File: src/design/dd_pkg.sv
// Package for the date difference and weekday block.
// Holds the lane result type, calendar tables and divide-by-100 constants.
// No dependencies.
`default_nettype none

package dd_pkg;

    localparam int unsigned YEAR_W = 14;
    localparam int unsigned MONTH_W = 4;
    localparam int unsigned DAY_W = 5;
    localparam int unsigned DNUM_W = 22;
    localparam int unsigned DIFF_W = 23;
    localparam int unsigned WDAY_W = 3;
    localparam int unsigned CFG_IDX_W = 2;

    // Register indexes of the configuration port.
    localparam logic [CFG_IDX_W-1:0] REG_REF_YEAR = 2'd0;
    localparam logic [CFG_IDX_W-1:0] REG_REF_MONTH = 2'd1;
    localparam logic [CFG_IDX_W-1:0] REG_REF_DAY = 2'd2;

    localparam logic [YEAR_W-1:0] MAX_YEAR = 14'd9999;
    localparam logic [YEAR_W-1:0] RST_REF_YEAR = 14'd2001;
    localparam logic [MONTH_W-1:0] RST_REF_MONTH = 4'd1;
    localparam logic [DAY_W-1:0] RST_REF_DAY = 5'd1;

    // Floor division by 100 for values below 2^14: (x * 5243) >> 19.
    localparam logic [12:0] DIV100_MUL = 13'd5243;
    localparam int unsigned DIV100_SHIFT = 19;
    localparam int unsigned PROD_W = YEAR_W + 13;
    localparam int unsigned QUOT_W = 8;

    // What one lane reports about one date.
    typedef struct packed {
        logic              valid;
        logic [DNUM_W-1:0] dnum;
        logic [2:0]        mod7;
    } t_lane_res;

    function automatic logic [4:0] month_len(input logic [MONTH_W-1:0] m, input logic leap);
        logic [4:0] len;
        case (m)
            4'd2: begin
                len = leap ? 5'd29 : 5'd28;
            end
            4'd4, 4'd6, 4'd9, 4'd11: begin
                len = 5'd30;
            end
            default: begin
                len = 5'd31;
            end
        endcase
        return len;
    endfunction

    function automatic logic [8:0] month_start(input logic [MONTH_W-1:0] m);
        logic [8:0] s;
        case (m)
            4'd1: s = 9'd0;
            4'd2: s = 9'd31;
            4'd3: s = 9'd59;
            4'd4: s = 9'd90;
            4'd5: s = 9'd120;
            4'd6: s = 9'd151;
            4'd7: s = 9'd181;
            4'd8: s = 9'd212;
            4'd9: s = 9'd243;
            4'd10: s = 9'd273;
            4'd11: s = 9'd304;
            4'd12: s = 9'd334;
            default: s = 9'd0;
        endcase
        return s;
    endfunction

endpackage

`default_nettype wire

File: src/design/date_difference_and_weekday.sv
// Top level of the Gregorian date difference and weekday block.
// Instantiates three dd_lane copies and dd_merge; depends on dd_pkg.
//
//  Channel   | Direction | Handshake                      | Payload
//  ----------+-----------+--------------------------------+-----------------------------------
//  request   | in        | start, busy (busy is always 0) | year/month/day of dates A and B
//  result    | out       | o_done, one-cycle strobe       | difference, weekdays, valid flags
//  config    | in        | i_cfg_we, i_cfg_idx            | i_cfg_data (reference date fields)
//
// A request is taken on every clock edge where start is high, so a new date pair can
// enter each cycle. Its result passes through three lane register stages (constant
// multiplies, day number sum, residue mod 7) and then the merge register.
// The receiver cannot stall, so busy stays low and nothing ever waits in the pipe.
// Reset clears the pipeline valid bits and loads the reference date 2001-01-01.
// The reference date must only be rewritten while no request is in flight.
`default_nettype none

module date_difference_and_weekday (
    input  wire logic                                i_clk,
    input  wire logic                                i_rst_n,
    input  wire logic                                start,
    output logic                                     busy,
    input  wire logic [dd_pkg::YEAR_W-1:0]           i_year_a,
    input  wire logic [dd_pkg::MONTH_W-1:0]          i_month_a,
    input  wire logic [dd_pkg::DAY_W-1:0]            i_day_a,
    input  wire logic [dd_pkg::YEAR_W-1:0]           i_year_b,
    input  wire logic [dd_pkg::MONTH_W-1:0]          i_month_b,
    input  wire logic [dd_pkg::DAY_W-1:0]            i_day_b,
    input  wire logic                                i_cfg_we,
    input  wire logic [dd_pkg::CFG_IDX_W-1:0]        i_cfg_idx,
    input  wire logic [dd_pkg::YEAR_W-1:0]           i_cfg_data,
    output logic                                     o_done,
    output logic signed [dd_pkg::DIFF_W-1:0]         o_day_difference,
    output logic [dd_pkg::WDAY_W-1:0]                o_weekday_a,
    output logic [dd_pkg::WDAY_W-1:0]                o_weekday_b,
    output logic                                     o_valid_a,
    output logic                                     o_valid_b
);

    // Reference date registers.
    logic [dd_pkg::YEAR_W-1:0]  r_ref_year;
    logic [dd_pkg::MONTH_W-1:0] r_ref_month;
    logic [dd_pkg::DAY_W-1:0]   r_ref_day;

    always_ff @(posedge i_clk) begin
        if (!i_rst_n) begin
            r_ref_year <= dd_pkg::RST_REF_YEAR;
            r_ref_month <= dd_pkg::RST_REF_MONTH;
            r_ref_day <= dd_pkg::RST_REF_DAY;
        end else if (i_cfg_we) begin
            case (i_cfg_idx)
                dd_pkg::REG_REF_YEAR: begin
                    r_ref_year <= i_cfg_data;
                end
                dd_pkg::REG_REF_MONTH: begin
                    r_ref_month <= i_cfg_data[dd_pkg::MONTH_W-1:0];
                end
                dd_pkg::REG_REF_DAY: begin
                    r_ref_day <= i_cfg_data[dd_pkg::DAY_W-1:0];
                end
                default: begin
                end
            endcase
        end
    end

    // The pipeline never stalls, so a request is always taken.
    logic n_accept;
    logic [2:0] r_vld;

    assign busy = 1'b0;
    assign n_accept = start && !busy;

    always_ff @(posedge i_clk) begin
        if (!i_rst_n) begin
            r_vld <= '0;
        end else begin
            r_vld <= {r_vld[1:0], n_accept};
        end
    end

    // Zero fields fall back to the reference date before entering the lanes.
    logic [dd_pkg::YEAR_W-1:0]  n_ya;
    logic [dd_pkg::MONTH_W-1:0] n_ma;
    logic [dd_pkg::DAY_W-1:0]   n_da;
    logic [dd_pkg::YEAR_W-1:0]  n_yb;
    logic [dd_pkg::MONTH_W-1:0] n_mb;
    logic [dd_pkg::DAY_W-1:0]   n_db;

    always_comb begin
        n_ya = (i_year_a == '0) ? r_ref_year : i_year_a;
        n_ma = (i_month_a == '0) ? r_ref_month : i_month_a;
        n_da = (i_day_a == '0) ? r_ref_day : i_day_a;
        n_yb = (i_year_b == '0) ? r_ref_year : i_year_b;
        n_mb = (i_month_b == '0) ? r_ref_month : i_month_b;
        n_db = (i_day_b == '0) ? r_ref_day : i_day_b;
    end

    dd_pkg::t_lane_res lane_a;
    dd_pkg::t_lane_res lane_b;
    dd_pkg::t_lane_res lane_r;

    dd_lane u_lane_a (
        .i_clk   (i_clk),
        .i_year  (n_ya),
        .i_month (n_ma),
        .i_day   (n_da),
        .o_res   (lane_a)
    );

    dd_lane u_lane_b (
        .i_clk   (i_clk),
        .i_year  (n_yb),
        .i_month (n_mb),
        .i_day   (n_db),
        .o_res   (lane_b)
    );

    // The reference lane runs continuously; users must keep the registers steady while requests flow (unchecked).
    dd_lane u_lane_r (
        .i_clk   (i_clk),
        .i_year  (r_ref_year),
        .i_month (r_ref_month),
        .i_day   (r_ref_day),
        .o_res   (lane_r)
    );

    dd_merge u_merge (
        .i_clk            (i_clk),
        .i_rst_n          (i_rst_n),
        .i_vld            (r_vld[2]),
        .i_a              (lane_a),
        .i_b              (lane_b),
        .i_r              (lane_r),
        .o_done           (o_done),
        .o_day_difference (o_day_difference),
        .o_weekday_a      (o_weekday_a),
        .o_weekday_b      (o_weekday_b),
        .o_valid_a        (o_valid_a),
        .o_valid_b        (o_valid_b)
    );

endmodule

`default_nettype wire

File: src/design/dd_lane.sv
// One date lane: validity check, day number since 0001-01-01 and its residue mod 7.
// Three register stages. Depends on dd_pkg.
`default_nettype none

module dd_lane (
    input  wire logic                        i_clk,
    input  wire logic [dd_pkg::YEAR_W-1:0]   i_year,
    input  wire logic [dd_pkg::MONTH_W-1:0]  i_month,
    input  wire logic [dd_pkg::DAY_W-1:0]    i_day,
    output dd_pkg::t_lane_res                o_res
);

    logic [dd_pkg::YEAR_W-1:0] n_p;
    logic [dd_pkg::PROD_W-1:0] n_prod_p;
    logic [dd_pkg::PROD_W-1:0] n_prod_y;

    // Stage 1: constant multiplications.
    logic [dd_pkg::YEAR_W-1:0]  r_y;
    logic [dd_pkg::YEAR_W-1:0]  r_p;
    logic [dd_pkg::DNUM_W-1:0]  r_p365;
    logic [dd_pkg::QUOT_W-1:0]  r_qp;
    logic [dd_pkg::QUOT_W-1:0]  r_qy;
    logic [dd_pkg::MONTH_W-1:0] r_m;
    logic [dd_pkg::DAY_W-1:0]   r_d;

    always_comb begin
        n_p = i_year - 14'd1;
        n_prod_p = dd_pkg::PROD_W'(n_p) * dd_pkg::PROD_W'(dd_pkg::DIV100_MUL);
        n_prod_y = dd_pkg::PROD_W'(i_year) * dd_pkg::PROD_W'(dd_pkg::DIV100_MUL);
    end

    always_ff @(posedge i_clk) begin
        r_y <= i_year;
        r_p <= n_p;
        r_p365 <= dd_pkg::DNUM_W'(dd_pkg::DNUM_W'(n_p) * 22'd365);
        r_qp <= dd_pkg::QUOT_W'(n_prod_p >> dd_pkg::DIV100_SHIFT);
        r_qy <= dd_pkg::QUOT_W'(n_prod_y >> dd_pkg::DIV100_SHIFT);
        r_m <= i_month;
        r_d <= i_day;
    end

    // Stage 2: leap rule, range checks and the day number sum.
    logic                      n_cent;
    logic                      n_leap;
    logic                      n_valid;
    logic [dd_pkg::DIFF_W-1:0] n_sum;
    logic                      r_valid2;
    logic [dd_pkg::DNUM_W-1:0] r_n;

    always_comb begin
        n_cent = ({1'b0, r_y} == (15'(r_qy) * 15'd100));
        n_leap = ((r_y[1:0] == 2'd0) && !n_cent) || (n_cent && (r_qy[1:0] == 2'd0));
        n_valid = (r_y >= 14'd1) && (r_y <= dd_pkg::MAX_YEAR)
                  && (r_m inside {[4'd1:4'd12]})
                  && (r_d >= 5'd1) && (r_d <= dd_pkg::month_len(r_m, n_leap));
        n_sum = dd_pkg::DIFF_W'(r_p365) + dd_pkg::DIFF_W'(r_p[13:2])
                - dd_pkg::DIFF_W'(r_qp) + dd_pkg::DIFF_W'(r_qp[7:2])
                + dd_pkg::DIFF_W'(dd_pkg::month_start(r_m)) + dd_pkg::DIFF_W'(r_d)
                - 23'd1 + dd_pkg::DIFF_W'(n_leap && (r_m > 4'd2));
    end

    always_ff @(posedge i_clk) begin
        r_valid2 <= n_valid;
        r_n <= n_sum[dd_pkg::DNUM_W-1:0];
    end

    // Stage 3: residue mod 7 by folding octal digits, since 8 is 1 mod 7.
    logic [23:0] n_ext;
    logic [5:0]  n_s1;
    logic [3:0]  n_s2;
    logic [2:0]  n_r7;

    always_comb begin
        n_ext = {2'b00, r_n};
        n_s1 = 6'(n_ext[2:0]) + 6'(n_ext[5:3]) + 6'(n_ext[8:6]) + 6'(n_ext[11:9])
               + 6'(n_ext[14:12]) + 6'(n_ext[17:15]) + 6'(n_ext[20:18])
               + 6'(n_ext[23:21]);
        n_s2 = 4'(n_s1[5:3]) + 4'(n_s1[2:0]);
        if (n_s2 >= 4'd14) begin
            n_r7 = 3'd0;
        end else if (n_s2 >= 4'd7) begin
            n_r7 = 3'(n_s2 - 4'd7);
        end else begin
            n_r7 = n_s2[2:0];
        end
    end

    always_ff @(posedge i_clk) begin
        o_res.valid <= r_valid2;
        o_res.dnum <= r_n;
        o_res.mod7 <= n_r7;
    end

endmodule

`default_nettype wire

File: src/design/dd_merge.sv
// Merge stage: combines the A, B and reference lanes into the result registers.
// Depends on dd_pkg.
`default_nettype none

module dd_merge (
    input  wire logic                              i_clk,
    input  wire logic                              i_rst_n,
    input  wire logic                              i_vld,
    input  wire dd_pkg::t_lane_res                 i_a,
    input  wire dd_pkg::t_lane_res                 i_b,
    input  wire dd_pkg::t_lane_res                 i_r,
    output logic                                   o_done,
    output logic signed [dd_pkg::DIFF_W-1:0]       o_day_difference,
    output logic [dd_pkg::WDAY_W-1:0]              o_weekday_a,
    output logic [dd_pkg::WDAY_W-1:0]              o_weekday_b,
    output logic                                   o_valid_a,
    output logic                                   o_valid_b
);

    logic [dd_pkg::DIFF_W-1:0] n_diff;
    logic [dd_pkg::WDAY_W-1:0] n_wa;
    logic [dd_pkg::WDAY_W-1:0] n_wb;
    logic [3:0]                n_ta;
    logic [3:0]                n_tb;

    always_comb begin
        n_diff = (i_a.valid && i_b.valid)
                 ? ({1'b0, i_a.dnum} - {1'b0, i_b.dnum}) : '0;
        n_ta = 4'(i_a.mod7) + 4'd7 - 4'(i_r.mod7);
        n_tb = 4'(i_b.mod7) + 4'd7 - 4'(i_r.mod7);
        if (n_ta >= 4'd7) begin
            n_ta = n_ta - 4'd7;
        end
        if (n_tb >= 4'd7) begin
            n_tb = n_tb - 4'd7;
        end
        n_wa = (i_r.valid && i_a.valid) ? 3'(n_ta[2:0] + 3'd1) : '0;
        n_wb = (i_r.valid && i_b.valid) ? 3'(n_tb[2:0] + 3'd1) : '0;
    end

    always_ff @(posedge i_clk) begin
        if (!i_rst_n) begin
            o_done <= 1'b0;
        end else begin
            o_done <= i_vld;
        end
    end

    always_ff @(posedge i_clk) begin
        o_day_difference <= n_diff;
        o_weekday_a <= n_wa;
        o_weekday_b <= n_wb;
        o_valid_a <= i_a.valid;
        o_valid_b <= i_b.valid;
    end

endmodule

`default_nettype wire

File: config.mk
export PLATFORM = sky130hd
export DESIGN_NAME = date_difference_and_weekday
export DESIGN_NICKNAME = d
export VERILOG_FILES = /design/src/design/dd_pkg.sv /design/src/design/date_difference_and_weekday.sv /design/src/design/dd_lane.sv /design/src/design/dd_merge.sv
export SDC_FILE = /design/constraint.sdc
export NUM_CORES = 2
export LEC_CHECK = 0
export BUFFER_PORTS_ARGS = -buffer_cell sky130_fd_sc_hd__buf_2
export CAP_MARGIN = 30
export CORE_MARGIN = 2
export CORE_UTILIZATION = 59
export DETAILED_ROUTE_END_ITERATION = 10
export HOLD_SLACK_MARGIN = 0.06
export PLACE_DENSITY_LB_ADDON = 0.08
export SLEW_MARGIN = 20
export SYNTH_ARGS = -nofsm -noshare
export SYNTH_HDL_FRONTEND = slang
export SYNTH_HIERARCHICAL = 1
export SYNTH_SLANG_ARGS = --single-unit
File: constraint.sdc
create_clock -name i_clk -period 8.5 [get_ports i_clk]
set_input_delay 0.85 -clock i_clk [delete_from_list [all_inputs] [get_ports i_clk]]
set_output_delay 0.85 -clock i_clk [all_outputs]
set_load 0.03 [all_outputs]
==> flow_metrics.tcl <==
set metrics [dict create \
    syn_to_final_growth_pct 8.647 \
    worstPathMaxFanout 5 \
    cts-root-buf "clkbuf_16" \
    worst_pin_slew_ns 1.008 \
    skew_ns 0.02897 \
    vias 33110 \
    grt_first_pass_wirelength_um 182500 \
    placedInstanceArea_mm2 0.05213 \
    ioPinCount 99 \
    tritoncts "built" \
    clk_latency_ns 0.61 \
    die_y_um 294.3 \
    met3WireLength_um 5940 \
    slew_viol_final 0 \
    synthesis.area_mm2 0.04970 \
    cts_buffers 49 \
    cap_violations 0 \
    layout.nets 6926 \
    dp_hpwl_um 96950 \
    fin_crit_ns 8.007 \
    required_ns 9.05 \
    status "finished clean" \
    dieArea_mm2 0.08658 \
    die_w_um 294.3 \
    syn_nets 6710 \
    start_kind "input port" \
    arrival_ns 8.55 \
    overflow 0 \
    met2WireLength_um 50940 \
    routabilityCongestion 0.9370 \
    final_cell_area_mm2 0.05400 \
    netlist_instances 4944 \
    ant_nets 0 \
    drive_gt1_frac 0.06503 \
    wl_per_cell_um 17.73 \
    port_buffers 97 \
    antenna_found_initial 11 \
    pre_cts_slack_ns -0.1023 \
    avgSynthCellArea_um2 10.05 \
    fin_ws_ns 0.4929 \
    maxSlewHeadroom 0.3106 \
    route.layer.met1.wl_um 51160 \
    fin_crit_sh 0.9420 \
    yosys_warnings 6 \
    worstHoldStart "u_lane_r/r_valid2" \
    setup_viol 0 \
    cp-end-kind "flop" \
    crit_start "i_year_b[10]" \
    crit_type "input port to flop" \
    hp-class "flop to flop" \
    clockBufferDepth 3 \
    grt_util_all_layers 0.2709 \
    top_layer_used "met5" \
    cts_setup_buffers 0 \
    clock_sinks 429 \
    num-fill-cells 6931 \
    wirelength_um 111400 \
    grt_pass1_vias 34510 \
    hold_violations 0 \
    rsz0062_at_grt "no" \
    reg2reg_from "u_lane_b/r_qy[2]" \
    fin_setup_tns_ns 0 \
    drt_pass1_iterations 7 \
    initial_core_util 0.5949 \
    post_cts_resized 0 \
    max_freq_mhz 124.9 \
    dr.first_iter.drc_count 1465 \
    vias_per_cell 5.268 \
    drc_errors 0 \
    hold_buffers 0 \
    grt_start_max_net_pins 28 \
    htree_levels 2 \
    clk_pin_slew_ns 0.06 \
    core.rowCount 106 \
    coreArea_mm2 0.08356 \
]
==> layout by cell type, fill, tap and decap left out, types with 10 or more instances in the layout <==
cell type and instances:
and3_1 15, bufinv_16 12, buf_2 97, a21boi_0 20, nor3_1 39, o21ai_0 126, fa_1 645, xor2_1 73
nand2_1 165, a21o_1 105, o21a_1 37, a211oi_1 29, a2111oi_0 11, mux2i_1 20, mux2_2 10, or4_1 14
nor2_1 143, a21oi_1 172, buf_4 89, inv_1 1207, nor2b_1 38, nand3b_1 11, xnor2_1 200, nand4_1 24
ha_1 1055, nor4_1 18, nand2b_1 21, and2_1 15, dfxtp_1 429, nand3_1 67, clkbuf_16 49, o21bai_1 20
o211ai_1 24
==> critical path: stages <==
cell,delay (ns)
buf_2,0.10
or4_1,0.66
and4bb_1,0.42
a21o_1,0.16
inv_1,0.10
ha_1,0.22
a21boi_0,0.25
o21ai_0,0.14
a21boi_0,0.25
o21ai_0,0.17
a21boi_0,0.28
nand2_1,0.16
xnor2_2,0.44
ha_1,0.34
ha_1,0.30
inv_1,0.06
fa_1,0.53
inv_1,0.05
fa_1,0.48
fa_1,0.51
ha_1,0.33
and4_1,0.22
and4_1,0.20
a211oi_2,0.23
o211ai_1,0.23
o31a_1,0.35
or4_1,0.47
nand3_1,0.07
==> metrics by stage <==
step	hold WS, ns	utilization	std cells
floorplan	0.3096	-	4944
global placement	0.3135	0.6239	6189
detailed placement	0.3157	0.6239	6189
CTS	0.3113	0.6461	6278
global route	0.3215	0.6462	6279
finish	0.3198	0.6463	6284
==> final cells by class <==
| cell class | instances | area [µm²] | share of cell area |
|---|---|---|---|
| Inverter | 1207 | 4531 | 0.08390 |
| Timing Repair Buffer | 186 | 1154 | 0.02136 |
| Sequential cell | 429 | 8588 | 0.1590 |
| Clock buffer | 65 | 1376 | 0.02549 |
| Tap cell | 1080 | 1351 | 0.02502 |
| Clock inverter | 24 | 478.0 | 0.008851 |
| Antenna cell | 6 | 15.01 | 0.0002780 |
| Multi-Input combinational cell | 3287 | 36510 | 0.6761 |
==> routing by layer <==
layer	global-route usage	vias up
li1	-	16390
met1	0.3729	15960
met2	0.4443	594
met3	0.04087	152
met4	0.07728	12
met5	0	-
==> path summary, 6_finish.rpt <==
check,endpoint,slack (ns),cells after the start
min reg2reg,u_lane_r/o_res[25],0.32,0
max,u_lane_b/r_qp[7],0.49,28
max reg2reg,u_lane_b/r_n[20],1.01,24
min,u_lane_r/o_res[25],0.32,0
==> sequential cells by signal, summed over array words and instances, names as in the netlist, 8 cells and up, named ones only <==
name	cells
r_ref_year	14
u_lane_r/r_qy	8
u_lane_a/o_res	26
u_lane_b/r_y	14
u_lane_r/r_n	22
u_lane_b/r_qy	8
u_merge/o_day_difference	23
u_lane_r/r_p365	22
u_lane_b/r_qp	8
u_lane_b/o_res	26
u_lane_r/r_y	14
u_lane_a/r_n	22
u_lane_b/r_n	22
u_lane_b/r_p365	22
u_lane_a/r_qy	8
u_lane_a/r_y	14
u_lane_b/r_p	12
u_lane_a/r_qp	8
u_lane_a/r_p365	22
u_lane_a/r_p	12
u_lane_r/r_qp	8
u_lane_r/r_p	12
Power is not shown: default switching activity piles up to over one toggle a cycle in this logic, so the estimate is an artifact.
